File: src/design/ckd_pkg.sv
`default_nettype none

package ckd_pkg;

  // Payload store geometry
  localparam int unsigned MaxPayload = 64;
  localparam int unsigned AddrW      = $clog2(MaxPayload);
  localparam int unsigned LenW       = 7;

  // Register reset values
  localparam logic [7:0]      StartReset   = 8'hAA;
  localparam logic [LenW-1:0] LimitReset   = 7'd50;
  localparam logic [7:0]      DisplayReset = 8'h01;
  localparam logic [LenW-1:0] LimitCap     = LenW'(MaxPayload);

  // Register indexes (byte address / 4)
  typedef enum logic [1:0] {
    REG_START   = 2'd0,
    REG_LIMIT   = 2'd1,
    REG_DISPLAY = 2'd2,
    REG_NONE    = 2'd3
  } ckd_reg_e;

  // Controller states
  typedef enum logic [2:0] {
    ST_HUNT,
    ST_CMD,
    ST_LEN,
    ST_DATA,
    ST_CHECK,
    ST_PLAY
  } ckd_state_e;

  // Commands from controller to datapath
  typedef struct packed {
    logic ld_cmd;      // command byte taken
    logic ld_len;      // length byte taken
    logic ld_data;     // payload byte taken
    logic ld_status;   // status-only result into output register
    logic play_start;  // begin play-out, read entry 0
    logic ld_play;     // payload result into output register
  } ckd_cmd_t;

  // Status from datapath to controller
  typedef struct packed {
    logic is_start;    // rx byte equals start value
    logic len_drop;    // rx byte exceeds effective limit
    logic len_zero;    // rx byte is zero
    logic data_done;   // this payload byte is the final one
    logic sum_ok;      // rx byte matches running sum
    logic empty;       // stored length is zero
    logic out_free;    // output register can take a result this cycle
    logic play_last;   // current play-out entry is the final one
  } ckd_sts_t;

endpackage

`default_nettype wire

File: src/design/ckd_ram.sv
`default_nettype none

module ckd_ram #(
  parameter int unsigned Width = 8,
  parameter int unsigned Depth = 64
) (
  input  wire logic                     clk_i,
  input  wire logic                     we_i,
  input  wire logic [$clog2(Depth)-1:0] waddr_i,
  input  wire logic [Width-1:0]         wdata_i,
  input  wire logic                     re_i,
  input  wire logic [$clog2(Depth)-1:0] raddr_i,
  output logic      [Width-1:0]         rdata_o
);

  logic [Width-1:0] mem_q [Depth];
  logic [Width-1:0] rdata_q;

  // Write port
  always_ff @(posedge clk_i) begin
    if (we_i) begin
      mem_q[waddr_i] <= wdata_i;
    end
  end

  // Registered read, held while re_i is low
  always_ff @(posedge clk_i) begin
    if (re_i) begin
      rdata_q <= mem_q[raddr_i];
    end
  end

  assign rdata_o = rdata_q;

endmodule

`default_nettype wire

File: src/design/ckd_ctrl.sv
`default_nettype none

module ckd_ctrl (
  input  wire logic              clk_i,
  input  wire logic              rst_ni,
  input  wire logic              in_valid_i,
  output logic                   in_ready_o,
  input  wire ckd_pkg::ckd_sts_t sts_i,
  output ckd_pkg::ckd_cmd_t      cmd_o
);

  ckd_pkg::ckd_state_e state_q, state_d;

  // State register
  always_ff @(posedge clk_i or negedge rst_ni) begin
    if (!rst_ni) begin
      state_q <= ckd_pkg::ST_HUNT;
    end else begin
      state_q <= state_d;
    end
  end

  // Next state and commands
  always_comb begin
    logic acc;
    state_d    = state_q;
    cmd_o      = '0;
    in_ready_o = 1'b0;
    acc        = 1'b0;
    unique case (state_q)
      ckd_pkg::ST_HUNT: begin
        in_ready_o = 1'b1;
        acc        = in_valid_i;
        if (acc && sts_i.is_start) state_d = ckd_pkg::ST_CMD;
      end
      ckd_pkg::ST_CMD: begin
        in_ready_o   = 1'b1;
        acc          = in_valid_i;
        cmd_o.ld_cmd = acc;
        if (acc) state_d = ckd_pkg::ST_LEN;
      end
      ckd_pkg::ST_LEN: begin
        in_ready_o = 1'b1;
        acc        = in_valid_i;
        if (acc) begin
          if (sts_i.len_drop) begin
            state_d = ckd_pkg::ST_HUNT;
          end else begin
            cmd_o.ld_len = 1'b1;
            state_d = sts_i.len_zero ? ckd_pkg::ST_CHECK : ckd_pkg::ST_DATA;
          end
        end
      end
      ckd_pkg::ST_DATA: begin
        in_ready_o    = 1'b1;
        acc           = in_valid_i;
        cmd_o.ld_data = acc;
        if (acc && sts_i.data_done) state_d = ckd_pkg::ST_CHECK;
      end
      ckd_pkg::ST_CHECK: begin
        // verdict needs the output register
        in_ready_o = sts_i.out_free;
        acc        = in_valid_i && sts_i.out_free;
        if (acc) begin
          if (!sts_i.sum_ok || sts_i.empty) begin
            cmd_o.ld_status = 1'b1;
            state_d = ckd_pkg::ST_HUNT;
          end else begin
            cmd_o.play_start = 1'b1;
            state_d = ckd_pkg::ST_PLAY;
          end
        end
      end
      ckd_pkg::ST_PLAY: begin
        // read data for the current entry is waiting in the RAM register
        if (sts_i.out_free) begin
          cmd_o.ld_play = 1'b1;
          if (sts_i.play_last) state_d = ckd_pkg::ST_HUNT;
        end
      end
      default: begin
        state_d = ckd_pkg::ST_HUNT;
      end
    endcase
  end

endmodule

`default_nettype wire

File: src/design/ckd_dp.sv
`default_nettype none

module ckd_dp (
  input  wire logic              clk_i,
  input  wire logic              rst_ni,
  // configuration
  input  wire logic              psel,
  input  wire logic              penable,
  input  wire logic              pwrite,
  input  wire logic [3:0]        paddr,
  input  wire logic [31:0]       pwdata,
  output logic      [31:0]       prdata,
  // input byte
  input  wire logic [7:0]        rx_byte_i,
  // output item
  output logic                   out_valid_o,
  input  wire logic              out_ready_i,
  output logic                   frame_status_o,
  output logic [7:0]             command_code_o,
  output logic                   is_display_o,
  output logic [ckd_pkg::LenW-1:0]  payload_length_o,
  output logic [7:0]             payload_value_o,
  output logic [ckd_pkg::AddrW-1:0] payload_index_o,
  output logic                   has_payload_o,
  output logic                   last_o,
  // controller link
  input  wire ckd_pkg::ckd_cmd_t cmd_i,
  output ckd_pkg::ckd_sts_t      sts_o
);

  localparam int unsigned LenW  = ckd_pkg::LenW;
  localparam int unsigned AddrW = ckd_pkg::AddrW;

  logic [7:0]      start_q, display_q;
  logic [LenW-1:0] limit_q, eff_limit;
  logic [7:0]      cmd_q, sum_q;
  logic [LenW-1:0] len_q, count_q;
  logic [AddrW-1:0] idx_q, idx_d, raddr;
  logic            re;
  logic [7:0]      rdata;
  logic            wr_en;
  logic [LenW:0]   count_inc;

  // output register
  logic            ov_q;
  logic            o_status_q, o_disp_q, o_has_q, o_last_q;
  logic [7:0]      o_cmd_q, o_val_q;
  logic [LenW-1:0] o_len_q;
  logic [AddrW-1:0] o_idx_q;

  // Configuration registers
  assign wr_en = psel && penable && pwrite;

  always_ff @(posedge clk_i or negedge rst_ni) begin
    if (!rst_ni) begin
      start_q   <= ckd_pkg::StartReset;
      limit_q   <= ckd_pkg::LimitReset;
      display_q <= ckd_pkg::DisplayReset;
    end else if (wr_en) begin
      unique case (ckd_pkg::ckd_reg_e'(paddr[3:2]))
        ckd_pkg::REG_START:   start_q   <= pwdata[7:0];
        ckd_pkg::REG_LIMIT:   limit_q   <= pwdata[LenW-1:0];
        ckd_pkg::REG_DISPLAY: display_q <= pwdata[7:0];
        default: ;
      endcase
    end
  end

  // Read-back
  always_comb begin
    prdata = '0;
    unique case (ckd_pkg::ckd_reg_e'(paddr[3:2]))
      ckd_pkg::REG_START:   prdata = {24'd0, start_q};
      ckd_pkg::REG_LIMIT:   prdata = {{(32-LenW){1'b0}}, limit_q};
      ckd_pkg::REG_DISPLAY: prdata = {24'd0, display_q};
      default:              prdata = '0;
    endcase
  end

  // Frame header, count and running sum
  always_ff @(posedge clk_i or negedge rst_ni) begin
    if (!rst_ni) begin
      cmd_q   <= '0;
      len_q   <= '0;
      count_q <= '0;
      sum_q   <= '0;
    end else begin
      if (cmd_i.ld_cmd) begin
        cmd_q <= rx_byte_i;
        sum_q <= rx_byte_i;
      end
      if (cmd_i.ld_len) begin
        len_q   <= rx_byte_i[LenW-1:0];
        count_q <= '0;
        sum_q   <= sum_q + rx_byte_i;
      end
      if (cmd_i.ld_data) begin
        count_q <= count_inc[LenW-1:0];
        sum_q   <= sum_q + rx_byte_i;
      end
    end
  end

  assign count_inc = {1'b0, count_q} + (LenW+1)'(1);
  assign eff_limit = (limit_q > ckd_pkg::LimitCap) ? ckd_pkg::LimitCap : limit_q;

  // Play-out index and read address
  always_comb begin
    idx_d = idx_q;
    if (cmd_i.play_start) idx_d = '0;
    else if (cmd_i.ld_play && !sts_o.play_last) idx_d = idx_q + AddrW'(1);
  end

  always_ff @(posedge clk_i or negedge rst_ni) begin
    if (!rst_ni) begin
      idx_q <= '0;
    end else begin
      idx_q <= idx_d;
    end
  end

  assign re    = cmd_i.play_start || (cmd_i.ld_play && !sts_o.play_last);
  assign raddr = idx_d;

  // Payload store
  ckd_ram #(
    .Width (8),
    .Depth (ckd_pkg::MaxPayload)
  ) u_ram (
    .clk_i   (clk_i),
    .we_i    (cmd_i.ld_data),
    .waddr_i (count_q[AddrW-1:0]),
    .wdata_i (rx_byte_i),
    .re_i    (re),
    .raddr_i (raddr),
    .rdata_o (rdata)
  );

  // Status to controller
  always_comb begin
    sts_o.is_start  = (rx_byte_i == start_q);
    sts_o.len_drop  = (rx_byte_i > {1'b0, eff_limit});
    sts_o.len_zero  = (rx_byte_i == 8'd0);
    sts_o.data_done = (count_inc >= {1'b0, len_q});
    sts_o.sum_ok    = (rx_byte_i == sum_q);
    sts_o.empty     = (len_q == '0);
    sts_o.out_free  = !ov_q || out_ready_i;
    sts_o.play_last = ({1'b0, idx_q} + LenW'(1)) == len_q;
  end

  // Output register valid
  always_ff @(posedge clk_i or negedge rst_ni) begin
    if (!rst_ni) begin
      ov_q <= 1'b0;
    end else if (cmd_i.ld_status || cmd_i.ld_play) begin
      ov_q <= 1'b1;
    end else if (out_ready_i) begin
      ov_q <= 1'b0;
    end
  end

  // Output register payload
  always_ff @(posedge clk_i) begin
    if (cmd_i.ld_status || cmd_i.ld_play) begin
      o_cmd_q    <= cmd_q;
      o_disp_q   <= (cmd_q == display_q);
      o_len_q    <= len_q;
      o_status_q <= cmd_i.ld_status && !sts_o.sum_ok;
      o_val_q    <= cmd_i.ld_play ? rdata : 8'd0;
      o_idx_q    <= cmd_i.ld_play ? idx_q : '0;
      o_has_q    <= cmd_i.ld_play;
      o_last_q   <= cmd_i.ld_status || sts_o.play_last;
    end
  end

  assign out_valid_o      = ov_q;
  assign frame_status_o   = o_status_q;
  assign command_code_o   = o_cmd_q;
  assign is_display_o     = o_disp_q;
  assign payload_length_o = o_len_q;
  assign payload_value_o  = o_val_q;
  assign payload_index_o  = o_idx_q;
  assign has_payload_o    = o_has_q;
  assign last_o           = o_last_q;

endmodule

`default_nettype wire

File: src/design/checksummed_packet_deframer.sv
// Checksummed packet deframer. Takes one received byte per item and accepts one item per
// clock while hunting for the start value and reading command, length, payload and checksum
// bytes; of these only the checksum byte leads to a result. It is accepted only once the output
// register is free. A bad checksum or an empty frame gives a single status result. A good frame
// with payload stalls the input and plays the stored payload out of the two-port payload
// RAM at one result per cycle while the output is ready. The first result goes through the
// registered RAM read, then the output register. N payload bytes: N+4 bytes in, N results out.
// Frames longer than min(length_limit, 64) are dropped silently. Configuration registers sit at
// byte addresses 0 (start value), 4 (length limit) and 8 (display command).
`default_nettype none

module checksummed_packet_deframer (
  input  wire logic        clk_i,
  input  wire logic        rst_ni,
  // configuration port
  input  wire logic        psel,
  input  wire logic        penable,
  input  wire logic        pwrite,
  input  wire logic [3:0]  paddr,
  input  wire logic [31:0] pwdata,
  output logic      [31:0] prdata,
  output logic             pready,
  // byte input
  input  wire logic        in_valid_i,
  output logic             in_ready_o,
  input  wire logic [7:0]  rx_byte_i,
  // result output
  output logic             out_valid_o,
  input  wire logic        out_ready_i,
  output logic             frame_status_o,
  output logic [7:0]       command_code_o,
  output logic             is_display_o,
  output logic [6:0]       payload_length_o,
  output logic [7:0]       payload_value_o,
  output logic [5:0]       payload_index_o,
  output logic             has_payload_o,
  output logic             last_o
);

  ckd_pkg::ckd_cmd_t cmd;
  ckd_pkg::ckd_sts_t sts;

  assign pready = 1'b1;

  // Sequencer
  ckd_ctrl u_ctrl (
    .clk_i      (clk_i),
    .rst_ni     (rst_ni),
    .in_valid_i (in_valid_i),
    .in_ready_o (in_ready_o),
    .sts_i      (sts),
    .cmd_o      (cmd)
  );

  // Registers, payload store and output stage
  ckd_dp u_dp (
    .clk_i            (clk_i),
    .rst_ni           (rst_ni),
    .psel             (psel),
    .penable          (penable),
    .pwrite           (pwrite),
    .paddr            (paddr),
    .pwdata           (pwdata),
    .prdata           (prdata),
    .rx_byte_i        (rx_byte_i),
    .out_valid_o      (out_valid_o),
    .out_ready_i      (out_ready_i),
    .frame_status_o   (frame_status_o),
    .command_code_o   (command_code_o),
    .is_display_o     (is_display_o),
    .payload_length_o (payload_length_o),
    .payload_value_o  (payload_value_o),
    .payload_index_o  (payload_index_o),
    .has_payload_o    (has_payload_o),
    .last_o           (last_o),
    .cmd_i            (cmd),
    .sts_o            (sts)
  );

endmodule

`default_nettype wire

File: config.mk
export PLATFORM = sky130hd
export DESIGN_NAME = checksummed_packet_deframer
export DESIGN_NICKNAME = d
export VERILOG_FILES = /design/src/design/ckd_pkg.sv /design/src/design/ckd_ram.sv /design/src/design/ckd_ctrl.sv /design/src/design/ckd_dp.sv /design/src/design/checksummed_packet_deframer.sv
export SDC_FILE = /design/constraint.sdc
export NUM_CORES = 1
export LEC_CHECK = 0
export BUFFER_PORTS_ARGS = -buffer_cell sky130_fd_sc_hd__buf_2
export CAP_MARGIN = 40
export CORE_UTILIZATION = 35
export CTS_BUF_LIST = sky130_fd_sc_hd__clkbuf_8 sky130_fd_sc_hd__clkbuf_16
export DETAILED_ROUTE_END_ITERATION = 16
export GPL_TIMING_DRIVEN = 0
export PLACE_DENSITY = 0.5
export SLEW_MARGIN = 20
export SYNTH_ARGS = -nofsm -noshare
export SYNTH_HDL_FRONTEND = slang
export SYNTH_SLANG_ARGS = --single-unit
File: constraint.sdc
create_clock -name clk_i -period 5.55 [get_ports clk_i]
set_input_delay 1.11 -clock clk_i [delete_from_list [all_inputs] [get_ports clk_i]]
set_output_delay 1.11 -clock clk_i [all_outputs]
set_load 0.02 [all_outputs]
# After elaboration in Yosys (flattened, before gate mapping)
# Memory sizes are Yosys's and may differ from the RTL's. A register that Yosys moved wholly into a read port is not among the register bits.
# Index checks and enable logic that the tools add are counted.
word_totals:
  register_bits: 96
  latch_bits: 0
  mem_bits_rw: 512
  romBits: 0
  input_bits: 51
  wordCells: 107
  n_memories: 1
mem_list:
  columns: ["memory", "words", "width", "read_ports", "rd_ports_with_merged_regs", "wr", "line", "text"]
  rows:
  - ["u_dp.u_ram.mem_q", 64, 8, 1, 1, 1, "ckd_ram.sv:16", "logic [Width-1:0] mem_q [Depth];"]
classes:
  n_addsub: 4
  n_mul: 0
  n_div: 0
  order_cmp: 3
  n_eq_ne: 18
  n_shift: 0
  n_mux: 36
  bitwise: 0
  n_reduce_logical: 27
op_table:
  columns: ["operator", "count"]
  rows:
  - ["3-bit two-way mux", 10]
  - ["8-bit == test", 3]
  - ["8-bit two-way mux", 3]
  - ["8-bit one-hot mux with 3 select lines", 1]
  - ["7-bit two-way mux", 3]
  - ["3-bit one-hot mux with 6 select lines", 1]
  - ["1-bit two-way mux", 13]
  - ["6-bit two-way mux", 2]
  - ["2-bit by 1-bit inequality test with 1-bit output (second input constant)", 5]
  - ["7-bit by 1-bit adder with 8-bit output (second input constant)", 1]
  - ["8-bit adder", 1]
  - ["8-bit by 7-bit >= comparator with 1-bit output", 1]
  - ["8-bit by 7-bit greater-than comparator with 1-bit output", 1]
  - ["8-bit logical NOT", 1]
  - ["6-bit by 1-bit adder with 7-bit output (second input constant)", 1]
  - ["7-bit == test", 1]
  - ["7-bit greater-than comparator (second input constant)", 1]
  - ["1-bit logical AND", 7]
  - ["7-bit logical NOT", 1]
  - ["7-bit AND reduction", 1]
  - ["6-bit by 1-bit adder with 6-bit output (second input constant)", 1]
  - ["3-bit by 2-bit == test with 1-bit output (second input constant)", 2]
  - ["3-bit == test (second input constant)", 2]
  - ["2-bit AND reduction", 3]
  - ["13 further kinds", 22]

# Depth between registers and ports, before layout
depth:
  depth_word: 8
  depth_mapped: 17

# Modules after synthesis
# A second synthesis with hierarchy kept.
hier_totals:
  cells_unflattened: 1438
  hier_area_um2: 25608.3
modules_own_cells:
  columns: ["module", "instances", "cells_each", "area_each_um2", "seq_area_each_um2"]
  rows:
  - ["ckd_ram", 1, 940, 20246.9, 15615.0]
  - ["ckd_dp", 1, 454, 5029.8, 2502.4]
  - ["ckd_ctrl", 1, 42, 320.3, 75.1]
  - ["checksummed_packet_deframer", 1, 2, 11.3, 0.0]

# Worst setup path before layout
# No wires, ideal clock.
synth_path:
  kind: "in2reg"
  from: "input rx_byte_i[4]"
  to: "register u_dp.o_cmd_q[0] (netlist: u_dp.command_code_o[0]) (enable)"
  setup_time_ns: 0.470
  t_arrival_ns: 4.100
  setup_slack_ns: 0.980
  cell_stages: 5
  cell_sequence: "ha_1 -> nor4_2 -> nand3_2 -> nor2_1 -> o21ai_0"
synth_via:
  elab_chain_len: 7
synth_rtl:
  columns: ["item", "line", "text"]
  rows:
  - ["start: declaration", "checksummed_packet_deframer.sv:26", "input wire logic [7:0] rx_byte_i,"]
  - ["8-bit == test", "ckd_dp.sv:145", "sts_o.sum_ok = (rx_byte_i == sum_q);"]
  - ["1-bit logical NOT", "ckd_ctrl.sv:65", "if (!sts_i.sum_ok || sts_i.empty) begin"]
  - ["1-bit logical OR", "ckd_ctrl.sv:65", null]
  - ["1-bit two-way mux", "ckd_ctrl.sv:65", null]
  - ["2-bit two-way mux", "ckd_ctrl.sv:64", "if (acc) begin"]
  - ["2-bit two-way mux", "ckd_ctrl.sv:30", "unique case (state_q)"]
  - ["1-bit logical OR", "ckd_dp.sv:164", "if (cmd_i.ld_status || cmd_i.ld_play) begin"]
  - ["end signal: assignment", "ckd_dp.sv:165", "o_cmd_q <= cmd_q;"]
  - ["end: declaration", "ckd_dp.sv:47", "logic [7:0] o_cmd_q, o_val_q;"]
# Every way passes these cells.
# A chain may end at the register's enable or synchronous reset.

# Worst setup path in the final report
layout_path:
  from: "input rx_byte_i[1]"
  to: "register u_dp.u_ram.rdata_q[5] (netlist: u_dp.u_ram.rdata_o[5]) (read register of u_dp.u_ram.mem_q), data pin"
layout_via:
  elab_chain_len: 7
  elab_cells_between_ends: 8
layout_rtl:
  columns: ["item", "line", "text"]
  rows:
  - ["8-bit == test (*)", "ckd_dp.sv:145", null]
  - ["1-bit logical NOT (*)", "ckd_ctrl.sv:65", null]
  - ["1-bit logical OR (*)", "ckd_ctrl.sv:65", null]
  - ["1-bit two-way mux (*)", "ckd_ctrl.sv:65", null]
  - ["2-bit two-way mux (*)", "ckd_ctrl.sv:64", null]
  - ["2-bit two-way mux (*)", "ckd_ctrl.sv:30", null]
  - ["6-bit two-way mux / 1-bit logical OR (equally long branches)", "ckd_dp.sv:110, ckd_dp.sv:122", null]
  - ["end: declaration", "ckd_ram.sv:17", "logic [Width-1:0] rdata_q;"]
# Every way passes the cells marked *; elsewhere a longest branch is shown, timed or not.

==> impl_metrics.env <==
export IMPL_pin_count=119
export IMPL_layout_min_cycle_time_ps=5400
export IMPL_insertion_delay_ps=610
export IMPL_cp_depth=15
export IMPL_rr_worst_depth=13
export IMPL_cts_root_buf="clkbuf_16"
export IMPL_crit_end="u_dp.u_ram.rdata_o[5]"
export IMPL_initial_core_util_pct=35.6
export IMPL_rsz0062_at_grt="no"
export IMPL_yosys_warnings=0
export IMPL_fillers=6833
export IMPL_crit_family="simple AND/OR/NAND/NOR gates"
export IMPL_nets=2096
export IMPL_cp_max_fo=47
export IMPL_syn_area_um2=26100
export IMPL_io_buffers=67
export IMPL_period_share_pct=97.2
export IMPL_slew_limit_headroom_pct=42.1
export IMPL_worstSetupStartpoint="rx_byte_i[1]"
export IMPL_power_density_nw_per_um2=450
export IMPL_reg2reg_from="u_dp.idx_q[1]"
export IMPL_cts_tree="done"
export IMPL_grt_start_max_net_pins=66
export IMPL_clockBufferDepth=3
export IMPL_via_per_inst=5.30
export IMPL_grt_overflow_total=0
export IMPL_hold_viol_final=0
export IMPL_syn2layout_area_growth_pct=16.0
export IMPL_die_y_um=275
export IMPL_critPathKind="in2reg"
export IMPL_cp_end_kind="register"
export IMPL_syn_area_per_cell_um2=14.2
export IMPL_worst_setup_path_start_kind="input pin"
export IMPL_place_inst=2892
export IMPL_core_area_um2=73300
export IMPL_violations="design-rule violations"
export IMPL_synth_cells=1833
export IMPL_ir_worst_vdd_v=0.000227
export IMPL_path_cells="buf_4 -> buf_16 -> ha_1 -> nor4_2 -> nand3_2 -> or3_4 -> and4_1 -> nor3_2 -> nand2_1 -> clkbuf_1 -> o22ai_1 -> nor4_1 -> clkdlybuf4s18_2 -> o21ai_1 -> nand3_1"
export IMPL_synth_seq_cells=616
export IMPL_tns_ps=0
export IMPL_ctsHoldBuffers=0
export IMPL_drt_iter0_markers=1508
export IMPL_cts_reportedPaths_clkPinSlew_ps=60
export IMPL_first_pass_iters=11
export IMPL_remaining_drc_errors=4
export IMPL_synth_seq_area_share_pct=69.7
export IMPL_cts_max_level=3
export IMPL_routed_wl_um=72700
export IMPL_grt_pass1_wl_um=106000
export IMPL_status="finished, violations left"
export IMPL_numCtsBuffers=67
export IMPL_reg2reg_slack_ps=720
export IMPL_wl_per_cell_um=24.0
export IMPL_path_buf_inv=4
export IMPL_maxCapViolations=0
export IMPL_drtAntennaViolNets=0
export IMPL_arrival_ps=5700
export IMPL_leakagePower_nw=10.8
export IMPL_hp_class="in2async"
export IMPL_num_vias=16000
export IMPL_rr_endpoint="u_dp.u_ram.rdata_o[1]"
export IMPL_skew_ps=21.4
export IMPL_rows=99
export IMPL_die_area_um2=75600
export IMPL_crit_slowest_cell="or3_4"
export IMPL_synth_async_reset_ratio_pct=10.2
export IMPL_antennaDiodeCount=0
export IMPL_track_usage_pct=19.4
export IMPL_dpl_hpwl_um=48800
export IMPL_fmax_mhz=185
export IMPL_slowest_delay_ps=470
export IMPL_synth_edf_count=553
export IMPL_antenna_found_initial=0
export IMPL_synth_distinct_cells=85
export IMPL_place_gp_congestion=0.869
export IMPL_die_x_um=275
export IMPL_crit_required_ps=5850
export IMPL_ys_flop_type="edfxtp_1"
export IMPL_drive_above_1_share_pct=16.5
export IMPL_slew_violations=0
export IMPL_grt_pass1_vias=16000
export IMPL_setup_viol=0
export IMPL_clock_sinks=616
export IMPL_worst_slew_pin_slew_ps=867
export IMPL_instances_no_fill=3030
-- worst register-to-register path: stages, from the launching register on --
cell and delay (ps):
dfrtp_1 450, ha_1 320, and3_1 300, a2111oi_4 430, o21a_4 250, a21oi_4 130
xnor2_2 570, clkbuf_1 550, nand2_1 120, a32oi_1 300, o22ai_1 250, nor3_1 630
nand4_1 150, nand3_1 210
-- cell usage after synthesis (13+ instances only) --
master	instances	share of area, %
clkbuf_1	43	0.62
nor3_1	18	0.35
o21ai_1	17	0.33
nand2_1	244	3.5
mux2_2	36	1.6
xnor2_1	24	0.81
a22oi_1	15	0.43
nand3_1	29	0.56
mux2i_1	143	5.5
inv_1	20	0.29
and3_1	36	0.86
buf_4	35	1.0
a21oi_1	50	0.96
nor2b_1	13	0.31
nand4_1	22	0.53
o21ai_0	83	1.6
nor2_1	102	1.5
a32oi_1	41	1.4
a221oi_1	32	1.1
ha_1	23	1.1
buf_2	26	0.50
dfrtp_1	55	5.3
o22ai_1	16	0.38
edfxtp_1	553	64
-- how the worst min path moves through the flow --
stage / slack, ps / depth (start not counted) / end / start
3_5_place_dp: 500 / 1 / u_dp.sum_q[4] / u_dp.sum_q[4]
2_1_floorplan: 460 / 0 / u_dp.command_code_o[0] / u_dp.cmd_q[0]
3_3_place_gp: 500 / 1 / u_dp.sum_q[5] / u_dp.sum_q[5]
6_report: 400 / 1 / u_dp.limit_q[3] / rst_ni
5_1_grt: 380 / 1 / u_dp.sum_q[6] / rst_ni
4_1_cts: 370 / 1 / u_dp.sum_q[6] / rst_ni
-- what timing repair did --
action                                  CTS  global route
resized for setup                         2            13
hold endpoints to repair                  0             0
setup buffers                             0             3
pin swaps                                 0             1
endpoints found under the setup margin    4             8
-- area by class of cell --
type	count	area [µm²]	share of cell area, %
clock inverters	48	302	0.996
plain buffers	119	684	2.26
flip-flops and latches	616	18200	60.1
multi-input cells	1099	7310	24.1
repair buffers	96	756	2.50
clock buffers	71	1740	5.76
well taps	959	1200	3.96
inverters	22	85.1	0.281
-- power breakdown --
part / internal [mW] / switching, mW / leakage [nW]
Combinational: 1.44 / 2.45 / 4.03
Sequential: 5.31 / 0.201 / 5.75
Clock: 2.40 / 1.80 / 1.07
Total: 9.15 / 4.46 / 10.8
-- through the flow --
stage                     power [mW]  hold WS [ps]  instance area (µm²)  util, %  setup WS [ps]
after floorplan                 8.13           463                26200        -            980
after global placement          9.40           501                27700     37.8          -1810
after detailed placement        9.46           502                28000     38.2           -733
after CTS                       13.7           368                30100     41.0           19.5
after global routing            14.2           380                30300     41.3           6.96
final                           13.6           396                30300     41.3            155
-- flip-flops by register name, indices dropped and copies added (netlist names), 8 cells and up --
name,cells
u_dp.cmd_q,8
u_dp.command_code_o,8
u_dp.display_q,8
u_dp.payload_value_o,8
u_dp.start_q,8
u_dp.sum_q,8
u_dp.u_ram.mem_q,512
u_dp.u_ram.rdata_o,8
-- routing by layer --
layer	wire length, µm	part of all wire (%)	up-vias	track usage [%]
li1	-	-	7329	-
met4	1780	2.4	0	6.16
met1	31900	44	8118	26.0
met5	0	0	-	0
met3	4520	6.2	128	4.43
met2	34500	47	470	31.1
-- cells by family (layout without fill, tap and decap cells) --
kind of cell | after synthesis | after routing | share of synthesized area, %
buf+inv | 141 | 356 | 2.93
other cells | 2 | 25 | 0.0288
mux | 180 | 180 | 7.10
simple gates | 522 | 522 | 9.52
xor+xnor | 37 | 37 | 1.35
flops | 616 | 616 | 69.7
fa+ha+maj | 24 | 24 | 1.18
compound gates | 311 | 311 | 8.17
-- placed cells by master (no fill, tap or decap), types with 17 or more instances in the layout --
cell type	instances
edfxtp_1	553
nand2_1	244
mux2i_1	143
nor2_1	102
buf_2	83
o21ai_0	82
clkbuf_16	68
buf_4	61
dfrtp_1	55
a21oi_1	50
clkbuf_1	41
a32oi_1	41
inv_1	38
and3_1	36
mux2_2	36
a221oi_1	32
nand3_1	28
conb_1	25
xnor2_1	24
ha_1	23
nand4_1	22
o21ai_1	17
clkinv_1	17
No activity file was read; power rests on OpenSTA's default activity.
